$ cat config.mk
export PLATFORM = sky130hd
export DESIGN_NAME = exvr_cordic_cell
export DESIGN_NICKNAME = d
export VERILOG_FILES = /design/src/rtl/exvr_pkg.sv /design/src/rtl/exvr_cordic_cell.sv
export SDC_FILE = /design/constraint.sdc
export NUM_CORES = 1
export LEC_CHECK = 0
export BUFFER_PORTS_ARGS = -buffer_cell sky130_fd_sc_hd__buf_2
export CAP_MARGIN = 30
export CORE_MARGIN = 5
export CORE_UTILIZATION = 61
export CTS_BUF_LIST = sky130_fd_sc_hd__clkbuf_2
export CTS_CLUSTER_SIZE = 16
export DETAILED_ROUTE_END_ITERATION = 8
export PLACE_DENSITY_LB_ADDON = 0.08
export SYNTH_ARGS = -nofsm -noshare
export SYNTH_HDL_FRONTEND = slang
export SYNTH_SLANG_ARGS = --single-unit
$ cat constraint.sdc
create_clock -name aclk -period 9.6 [get_ports aclk]
set_input_delay 1.92 -clock aclk [delete_from_list [all_inputs] [get_ports aclk]]
set_output_delay 1.92 -clock aclk [all_outputs]
set_load 0.02 [all_outputs]
$ cat src/rtl/exvr_pkg.sv
// Shared types, constants and arithmetic helpers for the Euler XYZ vector rotator.
package exvr_pkg;

    // Widths of the CORDIC datapath and the rotation datapath
    localparam int CORDIC_W = 32;
    localparam int ANGLE_W  = 16;
    localparam int VEC_W    = 32;
    localparam int COMP_W   = 33;  // rotated component, magnitude below sqrt(3) * 2^31
    localparam int PROD_W   = 34;  // one rounded product
    localparam int SUM_W    = PROD_W + 1;
    localparam int MUL_W    = COMP_W + CORDIC_W;
    localparam int FRAC_W   = 30;

    localparam logic signed [CORDIC_W-1:0] GAIN_Q30 = 32'sd652032874;
    localparam logic signed [CORDIC_W-1:0] HALF_PI  = 32'sd1073741824;
    localparam logic signed [CORDIC_W-1:0] NEG_HALF_PI = -32'sd1073741824;
    localparam logic signed [VEC_W-1:0]    SAT_MAX  = 32'sh7fffffff;
    localparam logic signed [VEC_W-1:0]    SAT_MIN  = 32'sh80000000;

    typedef logic signed [CORDIC_W-1:0] q30_t;
    typedef logic signed [COMP_W-1:0]   comp_t;
    typedef logic signed [PROD_W-1:0]   prod_t;

    typedef struct packed {
        logic [VEC_W-1:0] val;
        logic             ovf;
    } sat_t;

    // Arctangent of 2^-i in binary angle units, 2^31 units = pi
    function automatic q30_t atan_unit(input int idx);
        q30_t res;
        unique case (idx)
            0:  res = 32'sd536870912;
            1:  res = 32'sd316933406;
            2:  res = 32'sd167458907;
            3:  res = 32'sd85004756;
            4:  res = 32'sd42667331;
            5:  res = 32'sd21354465;
            6:  res = 32'sd10679838;
            7:  res = 32'sd5340245;
            8:  res = 32'sd2670163;
            9:  res = 32'sd1335087;
            10: res = 32'sd667544;
            11: res = 32'sd333772;
            12: res = 32'sd166886;
            13: res = 32'sd83443;
            14: res = 32'sd41722;
            15: res = 32'sd20861;
            16: res = 32'sd10430;
            17: res = 32'sd5215;
            18: res = 32'sd2608;
            19: res = 32'sd1304;
            20: res = 32'sd652;
            21: res = 32'sd326;
            22: res = 32'sd163;
            23: res = 32'sd81;
            24: res = 32'sd41;
            25: res = 32'sd20;
            26: res = 32'sd10;
            27: res = 32'sd5;
            28: res = 32'sd3;
            29: res = 32'sd1;
            30: res = 32'sd1;
            default: res = '0;
        endcase
        return res;
    endfunction

    // Component times Q1.30 factor, rounded half up to Q16.16
    function automatic prod_t mul_round(input comp_t a, input q30_t k);
        logic signed [MUL_W-1:0] ae;
        logic signed [MUL_W-1:0] ke;
        logic signed [MUL_W-1:0] prod;
        ae   = MUL_W'(a);
        ke   = MUL_W'(k);
        prod = ae * ke + (MUL_W'(1) <<< (FRAC_W - 1));
        return prod[FRAC_W+PROD_W-1:FRAC_W];
    endfunction

    // Clamp a rotated component to 32 bits
    function automatic sat_t sat32(input comp_t v);
        sat_t res;
        if (v > COMP_W'(SAT_MAX)) begin
            res.val = SAT_MAX;
            res.ovf = 1'b1;
        end else if (v < COMP_W'(SAT_MIN)) begin
            res.val = SAT_MIN;
            res.ovf = 1'b1;
        end else begin
            res.val = v[VEC_W-1:0];
            res.ovf = 1'b0;
        end
        return res;
    endfunction

endpackage

$ cat src/rtl/exvr_cordic_cell.sv
// One CORDIC micro-rotation cell: a fixed shift and arctangent step, registered.
module exvr_cordic_cell #(
    parameter int STAGE = 0
) (
    input  logic                 aclk,
    input  logic                 en,
    input  exvr_pkg::q30_t       x_in,
    input  exvr_pkg::q30_t       y_in,
    input  exvr_pkg::q30_t       z_in,
    input  logic                 flip_in,
    output exvr_pkg::q30_t       x_out,
    output exvr_pkg::q30_t       y_out,
    output exvr_pkg::q30_t       z_out,
    output logic                 flip_out
);

    exvr_pkg::q30_t x_reg, y_reg, z_reg;
    exvr_pkg::q30_t x_next, y_next, z_next;
    exvr_pkg::q30_t dx, dy;
    logic           flip_reg;

    always_comb begin
        dx = y_in >>> STAGE;
        dy = x_in >>> STAGE;
        // rotate towards zero residual angle
        if (!z_in[exvr_pkg::CORDIC_W-1]) begin
            x_next = x_in - dx;
            y_next = y_in + dy;
            z_next = z_in - exvr_pkg::atan_unit(STAGE);
        end else begin
            x_next = x_in + dx;
            y_next = y_in - dy;
            z_next = z_in + exvr_pkg::atan_unit(STAGE);
        end
    end

    always_ff @(posedge aclk) begin
        if (en) begin
            x_reg    <= x_next;
            y_reg    <= y_next;
            z_reg    <= z_next;
            flip_reg <= flip_in;
        end
    end

    assign x_out    = x_reg;
    assign y_out    = y_reg;
    assign z_out    = z_reg;
    assign flip_out = flip_reg;

endmodule

==> reports/results.txt <==
outcome: finished, final reports clean
worst-path maximum fanout: 11
Post-Synthesis Cells: 954
Post-CTS Setup Repair Bufs: 0
yosys warns: 0
top_reg_cell synth: edfxtp_1
initial antenna violation count: 1
final setup margin: 5130 ps
Initial DRC Count: 939
placed cells: 1289
Final #Nets: 1324
Max VDD drop: 0.0946 mV
total gr overflow: 0
CP Cell Sequence: buf_2 > inv_1 > ha_1 > inv_1 > a21oi_1 > o31ai_1 > a211oi_1 > o211ai_2 > a211oi_2 > o311a_4 > o311ai_2 > xnor2_1
HP Class: in2reg
post-synthesis sequential area ratio: 33.8%
CTS Sinks: 96
CP Capture Type: flop
Syn Nets: 1158
Clock Root Buffer: clkbuf_2
worst slack, placed: 4560 ps
Routed WL: 26000 um
dpl hpwl: 20500 um
Syn Area/Cell: 8.94 um2
Worst Path Required: 9990 ps
total I/O pin count: 196
maximum clock path buffer count: 2
area share of the largest cell type after synthesis: 33.8%
slew at the pin with the worst max-slew slack: 926 ps
RePlAce Congestion: 0.953
crit path kind: in2reg
Synth-to-Final Area Change: 13.4%
Die H: 128 um
routed len/inst: 19.9 um
largest net degree at the start of global routing: 77
number of flops mapped to enable cells by yosys: 96
Crit path top cell by count: inv_1
ys async rst share: 0%
flops & latches, synth: 96
Slowest-stage cell, CP: ha_1
share of cells above drive strength 1: 22.0%
post-CTS resize count: 0
Crit path max-delay family: compound AO/OA/AOI/OAI gates
Port Buf Inserts: 195
hold_ws: 1470 ps
Max Cap Violations: 0
TritonRoute pass-1 iters: 5
hold_buf cts: 0
Die ar.: 16400 um2
via/cell ratio: 6.07
Final Non-Filler Cells: 1307
count of pins over their slew limit: 0
Worst-path clk slew: 280 ps
Final Setup Violations: 0
CTS Buf Count: 9
GRT Overall Usage: 31.0%
die width: 128 um
Leakage Power: 4.34 nW
Fillers: 1147
CP arrival: 4870 ps
CP Launch Type: input port
Critical Path Max Stage Delay: 590 ps
Routed Antenna Nets: 0
fmax: 0.223 GHz
synth top area cells: edfxtp_1, ha_1, a21oi_1, xnor2_1, inv_1
final hold violations: 0
routed vias: 7930
first-pass GRT wire length: 40200 um
placed cell areas: 9530 um2
Initial Util: 61.9%
Post-Syn Area: 8530 um2
Site Rows: 43
Unique masters post-synth: 71
vias in the first global route: 7403
Power Dens Cells: 139 nW/um2
final instance area: 9670 um2
final setup TNS: 0 ps
RSZ-0062 raised after global routing: false
Period Utilization, post-route: 46.6%
core footprint: 13800 um2
total buffers and inverters traversed by the critical path: 3
slew margin rel.: 38.2%
Final min period: 4470 ps
CTS tree: done
Clock H-tree levels: 3
DRC: 0
Yosys top cell by area: edfxtp_1
-- layout by cell type, fill, tap and decap left out, drive strengths merged, types with 13 or more instances in the layout --
cell type  synthesis  layout
nor2b             13      13
edfxtp            96      96
xnor2             56      56
ha               102     102
nor3              18      18
a21oi            119     119
a211oi            17      17
inv               98      98
o21bai            23      23
o21ai             64      64
buf               20     197
nor2              90      90
a21o              20      20
nand2             44      44
nand3             15      15
-- metal layers --
metal / track usage [%] / routed length, um / up-vias
met5: 0 / 0 / -
met2: 49.3 / 11800 / 490
met4: 9.05 / 764 / 0
met1: 43.2 / 10800 / 3648
li1: - / - / 3727
met3: 5.83 / 2600 / 65
-- cell type report --
| cell class | count | area [um2] | area share [%] |
|---|---|---|---|
| tap | 180 | 225 | 2.33 |
| clock inverter | 6 | 81.3 | 0.841 |
| multi-input combinational | 715 | 5050 | 52.2 |
| sequential | 96 | 2880 | 29.8 |
| antenna | 2 | 5.00 | 0.0518 |
| clock buffer | 10 | 50.0 | 0.518 |
| timing repair buffer | 197 | 993 | 10.3 |
| inverter | 101 | 379 | 3.92 |
-- per-stage QoR --
stage / power [mW] / utilization [%]
2_1_floorplan: 0.935 / -
3_3_place_gp: 1.11 / 69.2
3_5_place_dp: 1.12 / 69.2
4_1_cts: 1.33 / 70.1
5_1_grt: 1.41 / 70.2
6_report: 1.34 / 70.2
-- where the power goes --
| group | internal (mW) | switching [mW] |
|---|---|---|
| combinational | 0.194 | 0.366 |
| clock | 0.0658 | 0.157 |
| sequential | 0.539 | 0.0180 |
-- synth_stat cells, types with 6 or more instances --
| library cell | count |
|---|---|
| a211oi_1 | 14 |
| a21o_1 | 20 |
| a21oi_1 | 118 |
| a31oi_1 | 6 |
| buf_1 | 6 |
| buf_2 | 7 |
| buf_6 | 6 |
| clkbuf_1 | 22 |
| edfxtp_1 | 96 |
| ha_1 | 102 |
| inv_1 | 91 |
| inv_2 | 7 |
| mux2i_1 | 10 |
| nand2_1 | 44 |
| nand3_1 | 15 |
| nand4_1 | 12 |
| nor2_1 | 89 |
| nor2b_1 | 13 |
| nor3_1 | 17 |
| nor4_1 | 7 |
| o211ai_1 | 9 |
| o21ai_0 | 55 |
| o21ai_1 | 8 |
| o21bai_1 | 23 |
| o31ai_1 | 10 |
| xnor2_1 | 56 |
| xor2_1 | 6 |
-- worst paths after layout --
kind / start / endpoint / depth (start not counted)
worst max-delay path: x_in[12] / y_out[31] / 12
worst min-delay path: z_in[8] / z_out[8] / 1
-- registers in the layout (all words and copies together), names as in the netlist --
| signal | cells |
|---|---|
| x_out | 31 |
| y_out | 32 |
| z_out | 32 |
| flip_out | 1 |
-- cell families after synthesis --
group           share of synthesized area [%]
compound gates                           23.7
fa+ha+maj                                15.7
mux                                      1.31
flops                                    33.8
simple gates                             12.2
xor+xnor                                 6.37
buf+inv                                  6.97
Power figures use the tool's default switching activity.
